==> src/rtl/core/charge_bypass_policy_assert.svh <==
// assertion macros for the charge bypass policy block
// expects clk and rst_n in the scope where a macro is used
`ifndef CHARGE_BYPASS_POLICY_ASSERT_SVH
`define CHARGE_BYPASS_POLICY_ASSERT_SVH

// same-cycle implication
`define CBP_ASSERT_NOW(label, ante, cons) \
  label: assert property (@(posedge clk) disable iff (!rst_n) (ante) |-> (cons)) \
    else $error("charge_bypass_policy: same-cycle check failed");

// next-cycle implication
`define CBP_ASSERT_NEXT(label, ante, cons) \
  label: assert property (@(posedge clk) disable iff (!rst_n) (ante) |=> (cons)) \
    else $error("charge_bypass_policy: next-cycle check failed");

`endif

==> src/rtl/core/cbp_pkg.sv <==
// shared types and constants for the charge bypass policy block
// no dependencies
`default_nettype none

package cbp_pkg;

  localparam int TEMP_W  = 12;
  localparam int CAP_W   = 7;
  localparam int EN_W    = 5;
  localparam int CFG_IDX_W  = 3;
  localparam int CFG_DATA_W = 12;
  localparam int IN_DATA_W  = 24;
  localparam int OUT_DATA_W = 8;

  typedef enum logic [2:0] {
    CAUSE_NONE   = 3'd0,
    CAUSE_ALWAYS = 3'd1,
    CAUSE_TEMP   = 3'd2,
    CAUSE_CAP    = 3'd3,
    CAUSE_GAME   = 3'd4
  } cause_t;

  typedef enum logic [CFG_IDX_W-1:0] {
    REG_ENABLE     = 3'd0,
    REG_TEMP_OPEN  = 3'd1,
    REG_TEMP_CLOSE = 3'd2,
    REG_CAP_OPEN   = 3'd3,
    REG_CAP_CLOSE  = 3'd4,
    REG_FAST_CAP   = 3'd5,
    REG_FAST_TEMP  = 3'd6
  } reg_idx_t;

  localparam int EN_MASTER = 0;
  localparam int EN_ALWAYS = 1;
  localparam int EN_TEMP   = 2;
  localparam int EN_CAP    = 3;
  localparam int EN_FAST   = 4;

endpackage

`default_nettype wire

==> src/rtl/core/charge_bypass_policy.sv <==
// charge bypass policy: bypass and idle fast-charge decision per check tick
// depends on cbp_pkg and charge_bypass_policy_assert.svh
//
// channel  dir  handshake              payload
// in_      in   in_tvalid/in_tready    in_tdata  temperature, capacity, charging, game
// out_     out  out_tvalid/out_tready  out_tdata bypass_on, fast_charge_on, bypass_cause
// cfg_     in   cfg_valid/cfg_ready    cfg_index, cfg_data
//
// one tick per cycle sustained while out_tready is high; a stall at out_ holds it
// the policy update runs between the input register and the result register
// an empty input register takes a tick even while a result waits at out_
// rst_n clears flags, cause and all configuration registers; cfg_ready is always high
`default_nettype none

`include "charge_bypass_policy_assert.svh"

module charge_bypass_policy
  import cbp_pkg::*;
(
  input  wire logic                  clk,
  input  wire logic                  rst_n,
  input  wire logic                  in_tvalid,
  output logic                       in_tready,
  // [11:0] temperature, [18:12] capacity, [19] charging, [20] game_foreground
  input  wire logic [IN_DATA_W-1:0]  in_tdata,
  output logic                       out_tvalid,
  input  wire logic                  out_tready,
  // [0] bypass_on, [1] fast_charge_on, [4:2] bypass_cause
  output logic [OUT_DATA_W-1:0]      out_tdata,
  input  wire logic                  cfg_valid,
  output logic                       cfg_ready,
  input  wire logic [CFG_IDX_W-1:0]  cfg_index,
  input  wire logic [CFG_DATA_W-1:0] cfg_data
);

  // configuration
  logic [EN_W-1:0]          enable_r;
  logic signed [TEMP_W-1:0] temp_open_r, temp_close_r, fast_temp_r;
  logic [CAP_W-1:0]         cap_open_r, cap_close_r, fast_cap_r;

  // input stage
  logic                     in_v_r;
  logic signed [TEMP_W-1:0] temp_r;
  logic [CAP_W-1:0]         cap_r;
  logic                     chg_r, game_r;

  // policy state
  logic   bypass_r, bypass_nxt;
  logic   fast_r, fast_nxt;
  cause_t cause_r, cause_nxt;

  // result stage
  logic out_v_r;
  logic move;

  assign cfg_ready  = 1'b1;
  assign move       = in_v_r && (!out_v_r || out_tready);
  assign in_tready  = !in_v_r || move;
  assign out_tvalid = out_v_r;
  assign out_tdata  = {3'b000, cause_r, fast_r, bypass_r};

  always_ff @(posedge clk) begin
    if (!rst_n) begin
      enable_r     <= '0;
      temp_open_r  <= '0;
      temp_close_r <= '0;
      cap_open_r   <= '0;
      cap_close_r  <= '0;
      fast_cap_r   <= '0;
      fast_temp_r  <= '0;
    end else if (cfg_valid) begin
      unique case (cfg_index)
        REG_ENABLE:     enable_r     <= cfg_data[EN_W-1:0];
        REG_TEMP_OPEN:  temp_open_r  <= cfg_data[TEMP_W-1:0];
        REG_TEMP_CLOSE: temp_close_r <= cfg_data[TEMP_W-1:0];
        REG_CAP_OPEN:   cap_open_r   <= cfg_data[CAP_W-1:0];
        REG_CAP_CLOSE:  cap_close_r  <= cfg_data[CAP_W-1:0];
        REG_FAST_CAP:   fast_cap_r   <= cfg_data[CAP_W-1:0];
        REG_FAST_TEMP:  fast_temp_r  <= cfg_data[TEMP_W-1:0];
        default: ;
      endcase
    end
  end

  always_ff @(posedge clk) begin
    if (!rst_n) begin
      in_v_r <= 1'b0;
    end else if (in_tvalid && in_tready) begin
      in_v_r <= 1'b1;
    end else if (move) begin
      in_v_r <= 1'b0;
    end
  end

  always_ff @(posedge clk) begin
    if (in_tvalid && in_tready) begin
      temp_r <= in_tdata[11:0];
      cap_r  <= in_tdata[18:12];
      chg_r  <= in_tdata[19];
      game_r <= in_tdata[20];
    end
  end

  always_ff @(posedge clk) begin
    if (!rst_n) begin
      out_v_r  <= 1'b0;
      bypass_r <= 1'b0;
      fast_r   <= 1'b0;
      cause_r  <= CAUSE_NONE;
    end else begin
      if (move) begin
        out_v_r  <= 1'b1;
        bypass_r <= bypass_nxt;
        fast_r   <= fast_nxt;
        cause_r  <= cause_nxt;
      end else if (out_tready) begin
        out_v_r <= 1'b0;
      end
    end
  end

  // priority rules; done marks a rule that ends the tick
  always_comb begin
    logic done;
    done       = 1'b0;
    bypass_nxt = bypass_r;
    fast_nxt   = fast_r;
    cause_nxt  = cause_r;

    if (enable_r[EN_MASTER]) begin
      if (enable_r[EN_ALWAYS] && !bypass_nxt) begin
        bypass_nxt = 1'b1;
        cause_nxt  = CAUSE_ALWAYS;
      end else if (!enable_r[EN_ALWAYS] && cause_nxt == CAUSE_ALWAYS) begin
        bypass_nxt = 1'b0;
        cause_nxt  = CAUSE_NONE;
      end else if (cause_nxt == CAUSE_ALWAYS) begin
        done = 1'b1;
      end
    end

    if (!done && !chg_r) begin
      if (bypass_nxt || fast_nxt) begin
        bypass_nxt = 1'b0;
        cause_nxt  = CAUSE_NONE;
        fast_nxt   = 1'b0;
      end
      done = 1'b1;
    end

    if (!done && (!bypass_nxt || cause_nxt == CAUSE_GAME)) begin
      if (game_r) begin
        cause_nxt  = CAUSE_GAME;
        bypass_nxt = 1'b1;
        done       = 1'b1;
      end else if (bypass_nxt && cause_nxt == CAUSE_GAME) begin
        bypass_nxt = 1'b0;
        cause_nxt  = CAUSE_NONE;
      end
    end

    if (!done) begin
      if (enable_r[EN_TEMP]) begin
        if (cause_nxt == CAUSE_NONE && temp_r >= temp_open_r) begin
          fast_nxt   = 1'b0;
          cause_nxt  = CAUSE_TEMP;
          bypass_nxt = 1'b1;
          done       = 1'b1;
        end else if (cause_nxt == CAUSE_TEMP && temp_r < temp_close_r) begin
          bypass_nxt = 1'b0;
          cause_nxt  = CAUSE_NONE;
        end
      end else if (cause_nxt == CAUSE_TEMP) begin
        bypass_nxt = 1'b0;
        cause_nxt  = CAUSE_NONE;
      end
    end

    if (!done) begin
      if (enable_r[EN_CAP]) begin
        if (cause_nxt == CAUSE_NONE && cap_r >= cap_open_r) begin
          fast_nxt   = 1'b0;
          cause_nxt  = CAUSE_CAP;
          bypass_nxt = 1'b1;
          done       = 1'b1;
        end else if (cause_nxt == CAUSE_CAP && cap_r < cap_close_r) begin
          bypass_nxt = 1'b0;
          cause_nxt  = CAUSE_NONE;
        end
      end else if (cause_nxt == CAUSE_CAP) begin
        bypass_nxt = 1'b0;
        cause_nxt  = CAUSE_NONE;
      end
    end

    if (!done) begin
      if (enable_r[EN_FAST]) begin
        if (!bypass_nxt && !fast_nxt && cap_r < fast_cap_r && temp_r < fast_temp_r) begin
          fast_nxt = 1'b1;
        end else if (fast_nxt && (cap_r >= fast_cap_r || temp_r >= fast_temp_r)) begin
          fast_nxt = 1'b0;
        end
      end else begin
        fast_nxt = 1'b0;
      end
    end
  end

  `CBP_ASSERT_NOW(a_flag_matches_cause, 1'b1, bypass_r == (cause_r != CAUSE_NONE))
  `CBP_ASSERT_NEXT(a_move_fills_result, move, out_v_r)
  `CBP_ASSERT_NEXT(a_state_held_when_idle, !move,
                   $stable(bypass_r) && $stable(fast_r) && $stable(cause_r))

endmodule

`default_nettype wire

==> config.mk <==
export PLATFORM = sky130hd
export DESIGN_NAME = charge_bypass_policy
export DESIGN_NICKNAME = d
export VERILOG_FILES = /design/src/rtl/core/cbp_pkg.sv /design/src/rtl/core/charge_bypass_policy.sv
export VERILOG_INCLUDE_DIRS = /design/src /design/src/rtl/core
export SDC_FILE = /design/constraint.sdc
export NUM_CORES = 1
export LEC_CHECK = 0
export BUFFER_PORTS_ARGS = -buffer_cell sky130_fd_sc_hd__buf_2
export CAP_MARGIN = 20
export CELL_PAD_IN_SITES_DETAIL_PLACEMENT = 1
export CELL_PAD_IN_SITES_GLOBAL_PLACEMENT = 1
export CORE_ASPECT_RATIO = 1.75
export CORE_MARGIN = 5
export CORE_UTILIZATION = 35
export CTS_CLUSTER_DIAMETER = 120
export DETAILED_ROUTE_END_ITERATION = 8
export HOLD_SLACK_MARGIN = 0.02
export MAX_ROUTING_LAYER = met4
export PLACE_DENSITY_LB_ADDON = 0.1
export SYNTH_ARGS = -nofsm -noshare
export SYNTH_HDL_FRONTEND = slang
export SYNTH_SLANG_ARGS = --single-unit
export TNS_END_PERCENT = 30
==> constraint.sdc <==
create_clock -name clk -period 4.9 [get_ports clk]
set_input_delay 0.245 -clock clk [delete_from_list [all_inputs] [get_ports clk]]
set_output_delay 0.245 -clock clk [all_outputs]
set_load 0.01 [all_outputs]
==> results of run 1 <==
==> power by group through the flow <==
stage | clock network [mW] | logic (mW) | registers [mW]
finish | 0.679 | 0.199 | 0.811
global route | 0.732 | 0.229 | 0.814
CTS | 0.705 | 0.206 | 0.811
detailed placement | 0 | 0.204 | 0.828
global placement | 0 | 0.196 | 0.827
floorplan | 0 | 0.140 | 0.815
==> metal layers <==
metal / part of all wire, % / wire length, µm
met1: 39 / 5470
met2: 56 / 7840
met3: 2.0 / 276
met4: 3.4 / 475
met5: 0 / 0
==> registers in the layout, summed over array words and instances, names as in the netlist, 3 cells and up <==
name and cells:
temp_open_r 12, cap_open_r 7, cause_r 3, temp_r 12, temp_close_r 12, cap_close_r 7
fast_cap_r 7, fast_temp_r 12, enable_r 5, cap_r 7
==> path summary, 6_finish.rpt <==
check                        from         endpoint  slack [ns]  depth (start not counted)
setup / recovery       temp_r[11]       cause_r[0]        1.89                          9
hold / removal       in_tdata[13]         cap_r[1]        0.08                          1
setup reg to reg       temp_r[11]       cause_r[0]        1.89                          9
hold reg to reg   temp_open_r[11]  temp_open_r[11]        0.45                          2
==> worst max-delay path, cell delays in order (launching register included) <==
cell and delay (ns):
edfxtp_1 0.46, ha_1 0.34, or4b_1 0.17, nand4_1 0.14, or4_4 0.58, a32oi_4 0.35, nor2_2 0.12, nor4b_4 0.42
nor2_1 0.08, o221a_2 0.26
==> logic make-up after synthesis <==
family | count (synthesis)
AND/OR/NAND/NOR | 198
multiplexers | 28
adder cells (fa/ha/maj) | 55
other | 2
buffers and inverters | 87
flip-flops | 90
AO/OA/AOI/OAI | 119
==> layout make-up <==
class	count	area [µm²]	area share, %
Timing Repair Buffer	51	263	4.57
Sequential cell	90	2010	35.0
Tap cell	180	225	3.91
Inverter	62	233	4.05
Multi-Input combinational cell	404	2730	47.5
Clock inverter	5	55.1	0.957
Clock buffer	11	233	4.05
==> per-stage QoR <==
step,hold slack (ns),total power [mW],setup WS (ns),instance area (µm²)
2_1_floorplan,0.344,0.955,2.27,5110
5_1_grt,0.0689,1.78,1.73,5750
3_5_place_dp,0.423,1.03,1.89,5460
3_3_place_gp,0.421,1.02,1.94,5460
6_report,0.0789,1.69,1.89,5750
4_1_cts,0.0656,1.72,1.86,5750
==> placed cells by master, fill, tap and decap left out, types with 3 or more instances in the layout <==
| cell type | count |
|---|---|
| nor2b_1 | 9 |
| and2_1 | 4 |
| a21oi_1 | 65 |
| o21ai_0 | 12 |
| o221a_2 | 3 |
| nand4_1 | 4 |
| dfxtp_1 | 69 |
| buf_4 | 3 |
| buf_2 | 48 |
| a211o_1 | 3 |
| mux2i_1 | 27 |
| nand2_1 | 94 |
| conb_1 | 4 |
| edfxtp_1 | 21 |
| clkbuf_16 | 9 |
| inv_1 | 61 |
| nand2b_1 | 7 |
| ha_1 | 55 |
| nand3_1 | 11 |
| a21o_1 | 6 |
| nor3_1 | 6 |
| nor2_1 | 43 |
==> key figures, run 1 <==
Routing
  • Drt pass-1 iters: 4
  • Routed WL per cell: 17.5 µm
  • DR DRC count: 0
  • Detail Route Antenna Nets: 0
  • Vias after detailed routing: 4126
  • Final WL: 14.1 mm
  • Vias/cell: 5.14
  • Initial DRC Count: 81

Global routing
  • Largest net degree at the start of global routing: 59
  • Gr busiest metal: met2
  • GRT Util Overall: 17.9%
  • Vias in the first global route: ~4600
  • First-pass GRT wire length: 23.1 mm
  • Antenna violations before repair: 0
  • Total grt overflow: 0
  • GR Util met2: 33.3%
  • Met1 usage: 18.4%
  • Met3 Usage GRT: 2.30%

Synth
  • Synth warn: 0
  • Asr flop ratio synth: 0%
  • Post-Synth Adder-Cell Area: 13.5%
  • Main synth FF type: dfxtp_1
  • Netlist Area Pre-Place: 0.00510 mm²
  • Share of the synthesized area in the top cell type: 27.1%
  • Post-synth EDFFs: 21
  • Sequential-to-total area share from yosys stat: roughly 39%
  • Mux cell area share after synthesis: under 10%
  • Commonest cells post-synth: nand2_1, dfxtp_1, a21oi_1, inv_1, ha_1
  • Post-synthesis cell type count: 66
  • Leading cell type by number of instances after synthesis: nand2_1
  • Register bit count reported by yosys: 90
  • Post-synth top area cell: dfxtp_1
  • Largest family of logic cells by synthesized area: simple AND/OR/NAND/NOR gates
  • Dominant cells by area after synthesis: dfxtp_1, ha_1, edfxtp_1, nand2_1, a21oi_1
  • Synth Area in XOR/XNOR: 0%
  • Synth Area in Compound Gates: ~15%
  • Mapped Avg Cell Area: 8.81 µm²
  • Mapped Cells: ~580
  • Simple-gate share of the synthesized area: 19.0%

Critical path
  • Arrival time at the worst endpoint: 3.24 ns
  • Max FO, Critical Path: 6
  • Startpoint Class: flop
  • Crit Path Class: flop to flop
  • CP endpoint kind: flop
  • Req. time, crit path: 5.13 ns

Floorplanning
  • Die span in x: 101 µm
  • Die area: 0.0172 mm²
  • Num ports: 55
  • Core ar.: 0.0144 mm²
  • Rows: 58
  • Die span in y: 170 µm
  • Initial core utilization: 35.5%

STA
  • Peak Freq: 332 MHz
  • Final hold vios: 0
  • Final Cycle Share: 61.5%
  • Worst Max-Slew Pin Slew: 0.976 ns
  • Slew margin rel.: 34.1%
  • Slew Viols, Final: 0
  • Final Critical Period: 3.01 ns
  • RSZ-0062 raised after global routing: false
  • Final Setup Violations: 0
  • Setup TNS: 0 ns
  • Layout Skew: approximately 0.006 ns

Clocking
  • CTS buffer count: 9
  • CTS Sinks: 90
  • PostCTS Resize Cnt: 0
  • Root buf cell: clkbuf_16
  • Maximum root-to-sink buffer count: 2
  • Clk pin slew, worst setup/hold paths: about 0.060 ns
  • CTS H-Tree Depth: 3
  • Post-CTS setup buffer count: 0
  • Clk_lat worst skew: 0.34 ns
  • CTS tree: built
  • CTS Hold Bufs: 0

Cells and area
  • Nets: 717
  • # diodes: 0
  • Finished Layout Cells: 803
  • Layout cells sized above 1: 14.1%
  • Final core utilization: around two fifths
  • Area Growth Syn to Fin: 12.8%
  • Filler cells: 1736

Power and ir drop
  • Worst VDD drop: 0.000151 V
  • Flop pwr share: 48.0%
  • Total net switching power: 0.429 mW
  • Leakage: roughly 2.2 nW
  • Fraction of power spent switching nets: 25.4%
  • Pwr dens: 294 mW/mm²
  • Pint: ~1.3 mW
  • Comb pwr share: a little under an eighth
  • Clk network pwr share: roughly two fifths

Placed design
  • DP Wirelength: 11.2 mm
  • GP Congestion: about 0.82
  • Inst Count DP: 786
  • # port buffers: 47

Run status
  • Status: finished, final reports clean

Hold path
  • Kind of path behind the tightest hold check: primary input to flop

Run
  • # Max-Cap Violations: 0
Note: power is estimated with default switching activity, not from simulation.
==> inputs of run 2 (changes only) <==
==> constraint.sdc (replaced) <==
create_clock -name clk -period 2.9 [get_ports clk]
set_input_delay 0.145 -clock clk [delete_from_list [all_inputs] [get_ports clk]]
set_output_delay 0.145 -clock clk [all_outputs]
set_load 0.01 [all_outputs]
==> run 2 against run 1 <==
Sequential power up 69%; highest routed layer unchanged; count of clock-buffer cells in the layout down 1; first-iteration DRC count is 28% higher; combinational power is 110% higher; core utilization rose by 4.1 points; largest cell class unchanged; die area stayed put.
==> key figures, run 2 (synthesized netlist as in run 1, its figures left out) <==
Placed design
  • Placed inst area: 0.00556 mm² (was 0.00546 mm²)
  • GP Congestion: 0.846 (was 0.817)
  • Pre-CTS WS: -0.0224 ns (was 1.89 ns)
  • # port buffers: 47 (unchanged)
  • DP Wirelength: 11.3 mm (was 11.2 mm)

Clocking
  • CTS H-Tree Depth: 3 (unchanged)
  • Clk pin slew, worst setup/hold paths: 0.07 ns (was 0.06 ns)
  • CTS Sinks: 90 (unchanged)
  • Clk_lat worst skew: 0.34 ns (about the same)
  • CTS buffer count: 9 (unchanged)
  • Root buf cell: clkbuf_16 (unchanged)
  • Maximum root-to-sink buffer count: 2 (unchanged)
  • CTS tree: built (unchanged)

Hold path
  • Hold Path Sink: temp_open_r[10] (was cap_r[1])
  • Hold Crit Start: cfg_data[10] (was in_tdata[13])
  • Hold Path Cell Cnt: 3 (was 1)
  • Kind of path behind the tightest hold check: primary input to flop (unchanged)

Critical path
  • R2r endpoint: bypass_r (was cause_r[0])
  • CP endpoint kind: flop (unchanged)
  • Crit Path Class: flop to flop (unchanged)
  • Arrival time at the worst endpoint: 3.08 ns (was 3.24 ns)
  • Crit-path slowest cell: or4_4 (unchanged)
  • Crit path buf inv count: 1 (was 0)
  • Max FO, Critical Path: 5 (was 6)
  • Slowest cell delay on critical path: 0.54 ns (was 0.58 ns)
  • Reg2Reg Setup Slack: 0.06 ns (was 1.89 ns)
  • CP cell instances: ha_4, nand2b_4, nand4_1, or4_4, a32oi_4, buf_6, a221oi_2, o21ai_1, nand2_1, o221a_2 (was ha_1, or4b_1, nand4_1, or4_4, a32oi_4, nor2_2, nor4b_4, nor2_1, o221a_2)
  • Delay-heaviest family, CP: compound AO/OA/AOI/OAI gates (was simple AND/OR/NAND/NOR gates)
  • Worst R2R Start: temp_r[11] (unchanged)
  • Req. time, crit path: 3.14 ns (was 5.13 ns)
  • FF-to-FF path depth: 10 (was 9)
  • Startpoint Class: flop (unchanged)
  • Critical Path Start: temp_r[11] (unchanged)

Cells and area
  • Most frequent cells in the layout: nand2_1, dfxtp_1, a21oi_1, inv_1, ha_1 (unchanged)
  • Area Growth Syn to Fin: 24.3% (was 12.8%)
  • Commonest non-fill, non-tap cell in the layout: nand2_1 (unchanged)
  • FF/Latch Area: 0.00202 mm² (was 0.00201 mm²)
  • Nets: 758 (was 717)
  • Multi-input logic area: 0.00292 mm² (was 0.00273 mm²)
  • Filler cells: 1668 (was 1736)
  • Layout cells sized above 1: 20.3% (was 14.1%)
  • Design Area, Final: 0.00634 mm² (was 0.00575 mm²)
  • # diodes: 0 (unchanged)

Power and ir drop
  • Fraction of power spent switching nets: 26.8% (was 25.4%)
  • Total net switching power: 0.811 mW (was 0.429 mW)
  • Leakage: 2.45 nW (was 2.22 nW)
  • Comb pwr share: 13.7% (was 11.8%)
  • Total chip power: 3.03 mW (was 1.69 mW)
  • Worst VDD drop: 0.000240 V (was 0.000151 V)
  • Pint: 2.22 mW (was 1.26 mW)
  • Flop pwr share: 45.2% (was 48.0%)
  • Clk network pwr share: 41.1% (was 40.2%)
  • Pwr dens: 478 mW/mm² (was 294 mW/mm²)

Routing
  • Vias/cell: 5.11 (was 5.14)
  • Routed WL per cell: 17.8 µm (was 17.5 µm)
  • DR DRC count: 0 (unchanged)
  • Vias after detailed routing: 4309 (was 4126)
  • Initial DRC Count: 104 (was 81)
  • Drt pass-1 iters: 4 (unchanged)
  • Final WL: 15.0 mm (was 14.1 mm)
  • Detail Route Antenna Nets: 0 (unchanged)

STA
  • Hold slack: 0.0627 ns (was 0.0789 ns)
  • Final Setup Violations: 0 (unchanged)
  • Slew margin rel.: 30.0% (was 34.1%)
  • Layout Skew: 0.00539 ns (was 0.00615 ns)
  • Post-route setup slack: 0.0602 ns (was 1.89 ns)
  • Final Critical Period: 2.84 ns (was 3.01 ns)
  • Final hold vios: 0 (unchanged)
  • RSZ-0062 raised after global routing: true (was false)
  • Final Cycle Share: 97.9% (was 61.5%)
  • Peak Freq: 352 MHz (was 332 MHz)
  • Slew Viols, Final: 0 (unchanged)
  • Worst Max-Slew Pin Slew: 1.05 ns (was 0.976 ns)

Global routing
  • Antenna violations before repair: 0 (unchanged)
  • First-pass GRT wire length: 24.1 mm (was 23.1 mm)
  • Vias in the first global route: 4702 (was 4644)
  • Total grt overflow: 0 (unchanged)
  • GRT Util Overall: 18.8% (was 17.9%)
  • Largest net degree at the start of global routing: 33 (was 59)

Run status
  • Status: finished, final reports clean (unchanged)

Run
  • # Max-Cap Violations: 0 (unchanged)

Floorplanning
  • Die area: 0.0172 mm² (unchanged)
  • Die span in x: 101 µm (unchanged)
  • Rows: 58 (unchanged)
  • Num ports: 55 (unchanged)
  • Core ar.: 0.0144 mm² (unchanged)
  • Die span in y: 170 µm (unchanged)
  • Initial core utilization: 35.5% (unchanged)
run 2: changes by cell type in the layout (fill, tap and decap cells not counted), moves of 4 or more:
cell	before	now
ha_4	0	4
ha_1	55	51
dfxtp_1	69	65
dfxtp_2	0	4
dlygate4sd3_1	0	22
buf_4	3	22
run 2: power groups by stage:
stage               clock network (mW)  registers, mW  logic, mW
floorplan                            0           1.38      0.236
global placement                     0           1.40      0.348
detailed placement                   0           1.40      0.361
CTS                               1.28           1.37      0.388
global route                      1.33           1.38      0.468
finish                            1.24           1.37      0.415
run 2: through the flow:
step / std cells / setup TNS (ns) / util [%]
after floorplan: 581 / 0 / -
after global placement: 799 / 0 / 38.7
after detailed placement: 799 / -0.0618 / 38.7
after CTS: 837 / 0 / 42.4
after global routing: 844 / -0.121 / 44.1
final: 844 / 0 / 44.1
run 2: worst max-delay path by stage:
stage | depth (start not counted) | to | slack, ns
6_report | 10 | bypass_r | 0.06
5_1_grt | 10 | bypass_r | -0.05
4_1_cts | 10 | cause_r[1] | 0.0007
3_5_place_dp | 10 | cause_r[1] | -0.02
3_3_place_gp | 10 | fast_r | 0.03
2_1_floorplan | 9 | cause_r[0] | 0.27
run 2: cell type report:
cell class / instances / share of cell area (%)
clock buffer: 10 / 3.77
clock inverter: 6 / 1.14
inverter: 62 / 3.67
multi-input combinational: 404 / 46.1
sequential: 90 / 31.8
tap: 180 / 3.55
timing repair buffer: 92 / 9.96
run 2: repair_timing:
| action | 4_1_cts | 5_1_grt |
|---|---|---|
| endpoints found under the setup margin | 4 | 4 |
| endpoints found under the hold margin | 22 | 0 |
| gates resized for setup | 1 | 37 |
| buffers inserted | 0 | 9 |
| hold buffers | 22 | 0 |
| pin swaps | 2 | 16 |
run 2: worst register-to-register path, cell delays in order, from the launching register on:
cell and delay [ns]:
edfxtp_1 0.44, ha_4 0.31, nand2b_4 0.11, nand4_1 0.12, or4_4 0.54, a32oi_4 0.39
buf_6 0.16, a221oi_2 0.05, o21ai_1 0.20, nand2_1 0.12, o221a_2 0.30
run 2: per-layer routing:
| metal | part of all wire [%] | global-route usage (%) | vias up |
|---|---|---|---|
| li1 | - | - | 2151 |
| met1 | 40 | 20.2 | 2088 |
| met5 | 0 | - | - |
| met3 | 1.9 | 1.93 | 20 |
| met4 | 2.1 | 6.19 | 0 |
| met2 | 56 | 35.0 | 50 |
==> inputs of run 3 (changes only) <==
--- a/config.mk
+++ b/config.mk
@@ -6,13 +6,14 @@
 export SDC_FILE = /design/constraint.sdc
 export NUM_CORES = 1
 export LEC_CHECK = 0
+export ABC_CLOCK_PERIOD_IN_PS = 2900
 export BUFFER_PORTS_ARGS = -buffer_cell sky130_fd_sc_hd__buf_2
 export CAP_MARGIN = 20
 export CELL_PAD_IN_SITES_DETAIL_PLACEMENT = 1
 export CELL_PAD_IN_SITES_GLOBAL_PLACEMENT = 1
 export CORE_ASPECT_RATIO = 1.75
 export CORE_MARGIN = 5
-export CORE_UTILIZATION = 35
+export CORE_UTILIZATION = 45
 export CTS_CLUSTER_DIAMETER = 120
 export DETAILED_ROUTE_END_ITERATION = 8
 export HOLD_SLACK_MARGIN = 0.02
==> run 3 against run 2 <==
Via count grew 0.23%; setup slack lost 0.016 ns; core utilization grew 10 points; count of clock-buffer cells in the layout is the same; critical path type unchanged; largest power group unchanged.
==> key figures, run 3 (synthesized netlist as in run 1, its figures left out) <==
Cells and area
  • Layout cells sized above 1: 15.7% (was 20.3%)
  • Final core utilization: 54.4% (was 44.1%)
  • Most frequent cells in the layout: nand2_1, dfxtp_1, a21oi_1, inv_1, ha_1 (unchanged)
  • Commonest non-fill, non-tap cell in the layout: nand2_1 (unchanged)
  • # diodes: 0 (unchanged)
  • Area Growth Syn to Fin: 18.5% (was 24.3%)
  • Finished Layout Cells: 782 (was 844)
  • Nets: 744 (was 758)

STA
  • Final hold vios: 0 (unchanged)
  • Peak Freq: 350 MHz (was 352 MHz)
  • Final Setup Violations: 0 (unchanged)
  • Hold slack: 0.0477 ns (was 0.0627 ns)
  • Post-route setup slack: 0.0444 ns (was 0.0602 ns)
  • Slew Viols, Final: 0 (unchanged)
  • Worst Max-Slew Pin Slew: 0.994 ns (was 1.05 ns)
  • Final Cycle Share: 98.5% (was 97.9%)
  • Layout Skew: 0.00862 ns (was 0.00539 ns)
  • Slew margin rel.: 33.5% (was 30.0%)
  • RSZ-0062 raised after global routing: true (unchanged)
  • Final Critical Period: 2.86 ns (was 2.84 ns)

Floorplanning
  • Die span in y: 151 µm (was 170 µm)
  • Num ports: 55 (unchanged)
  • Die span in x: 90.5 µm (was 101 µm)
  • Die area: 0.0136 mm² (was 0.0172 mm²)
  • Core ar.: 0.0111 mm² (was 0.0144 mm²)
  • Initial core utilization: 45.9% (was 35.5%)
  • Rows: 51 (was 58)

Hold path
  • Hold Path Sink: in_v_r (was temp_open_r[10])
  • Kind of path behind the tightest hold check: primary input to flop (unchanged)
  • Hold Crit Start: in_tvalid (was cfg_data[10])
  • Hold Path Cell Cnt: 3 (unchanged)

Global routing
  • GRT Util Overall: 22.3% (was 18.8%)
  • First-pass GRT wire length: 23.2 mm (was 24.1 mm)
  • Largest net degree at the start of global routing: 41 (was 33)
  • Antenna violations before repair: 0 (unchanged)
  • Vias in the first global route: 4661 (was 4702)
  • Total grt overflow: 0 (unchanged)

Critical path
  • CP cell instances: ha_4, and3_4, nand3_4, or4_4, a32oi_4, a221oi_2, o21ai_1, nand2_1, o221a_2 (was ha_4, nand2b_4, nand4_1, or4_4, a32oi_4, buf_6, a221oi_2, o21ai_1, nand2_1, o221a_2)
  • Slowest cell delay on critical path: 0.55 ns (was 0.54 ns)
  • CP endpoint kind: flop (unchanged)
  • Crit Path Class: flop to flop (unchanged)
  • Startpoint Class: flop (unchanged)
  • Max FO, Critical Path: 6 (was 5)
  • Worst R2R Start: temp_r[8] (was temp_r[11])
  • Reg2Reg Setup Slack: 0.04 ns (was 0.06 ns)
  • FF-to-FF path depth: 9 (was 10)
  • Req. time, crit path: 3.14 ns (about the same)
  • Delay-heaviest family, CP: compound AO/OA/AOI/OAI gates (unchanged)
  • R2r endpoint: cause_r[1] (was bypass_r)
  • Crit path buf inv count: 0 (was 1)
  • Arrival time at the worst endpoint: 3.09 ns (was 3.08 ns)
  • Crit-path slowest cell: or4_4 (unchanged)

Clocking
  • Clk_lat worst skew: 0.34 ns (about the same)
  • CTS H-Tree Depth: 3 (unchanged)
  • CTS Sinks: 90 (unchanged)
  • Clk pin slew, worst setup/hold paths: 0.07 ns (about the same)
  • Root buf cell: clkbuf_16 (unchanged)
  • CTS tree: built (unchanged)
  • Maximum root-to-sink buffer count: 2 (unchanged)
  • CTS buffer count: 9 (unchanged)

Placed design
  • DP Wirelength: 11.0 mm (was 11.3 mm)
  • # port buffers: 47 (unchanged)
  • Inst Count DP: 740 (was 799)
  • GP Congestion: 0.909 (was 0.846)
  • Pre-CTS WS: 0.00190 ns (was -0.0224 ns)

Run status
  • Status: finished, final reports clean (unchanged)

Routing
  • Routed WL per cell: 18.5 µm (was 17.8 µm)
  • Initial DRC Count: 187 (was 104)
  • Final WL: 14.4 mm (was 15.0 mm)
  • Vias after detailed routing: 4319 (was 4309)
  • Detail Route Antenna Nets: 0 (unchanged)
  • Vias/cell: 5.52 (was 5.11)
  • Drt pass-1 iters: 4 (unchanged)
  • DR DRC count: 0 (unchanged)

Power and ir drop
  • Worst VDD drop: 0.000360 V (was 0.000240 V)
  • Leakage: 2.35 nW (was 2.45 nW)
  • Pwr dens: 470 mW/mm² (was 478 mW/mm²)

Run
  • # Max-Cap Violations: 0 (unchanged)
[run 3: where the power goes]
part	total, mW	switching [mW]	internal (mW)
Combinational	0.391	0.220	0.172
Sequential	1.37	0.0416	1.33
Clock	1.08	0.499	0.581
[run 3: tightest hold or removal path, cell delays in order]
cell     delay [ns]
buf_2          0.09
a21oi_1        0.04
nor2_1         0.08
[run 3: worst max-delay path by stage]
| stage | startpoint | cells past startpoint | end | slack [ns] |
|---|---|---|---|---|
| 4_1_cts | temp_r[11] | 9 | fast_r | 0.03 |
| 3_5_place_dp | temp_r[11] | 9 | fast_r | 0.002 |
| 6_report | temp_r[8] | 9 | cause_r[1] | 0.04 |
| 2_1_floorplan | temp_r[11] | 9 | cause_r[0] | 0.27 |
| 3_3_place_gp | temp_r[11] | 9 | cause_r[0] | 0.07 |
| 5_1_grt | temp_r[8] | 9 | cause_r[1] | -0.06 |
[run 3: layout make-up]
class                           count  area, µm²
Fill cell                        1319       5060
Multi-Input combinational cell    404       2820
Sequential cell                    90       2010
Timing Repair Buffer               78        541
Inverter                           62        233
Clock buffer                       10        229
Tap cell                          132        165
Clock inverter                      6       41.3
[run 3: layer usage]
layer  up-vias  share of wire, %  track usage (%)
li1       2120                 -                -
met1      2109                39             23.1
met2        69                56             41.6
met3        21               2.5             3.93
met4         0               2.4             8.35
met5         -                 0                -
[run 3: what timing repair did]
action                     in CTS  in global routing
hold buffers                   21                  0
hold endpoints to repair       21                  0
gates resized for setup         0                 14
pin swaps                       1                  6
setup buffers                   0                  4
setup endpoints to repair       2                  4
[run 3: stage by stage]
stage               instance area (µm²)  power, mW  TNS, ns
floorplan                          5110       1.61        0
global placement                   5420       1.72        0
detailed placement                 5420       1.74        0
CTS                                5900       2.86        0
global route                       6040       2.98   -0.216
finish                             6040       2.84        0
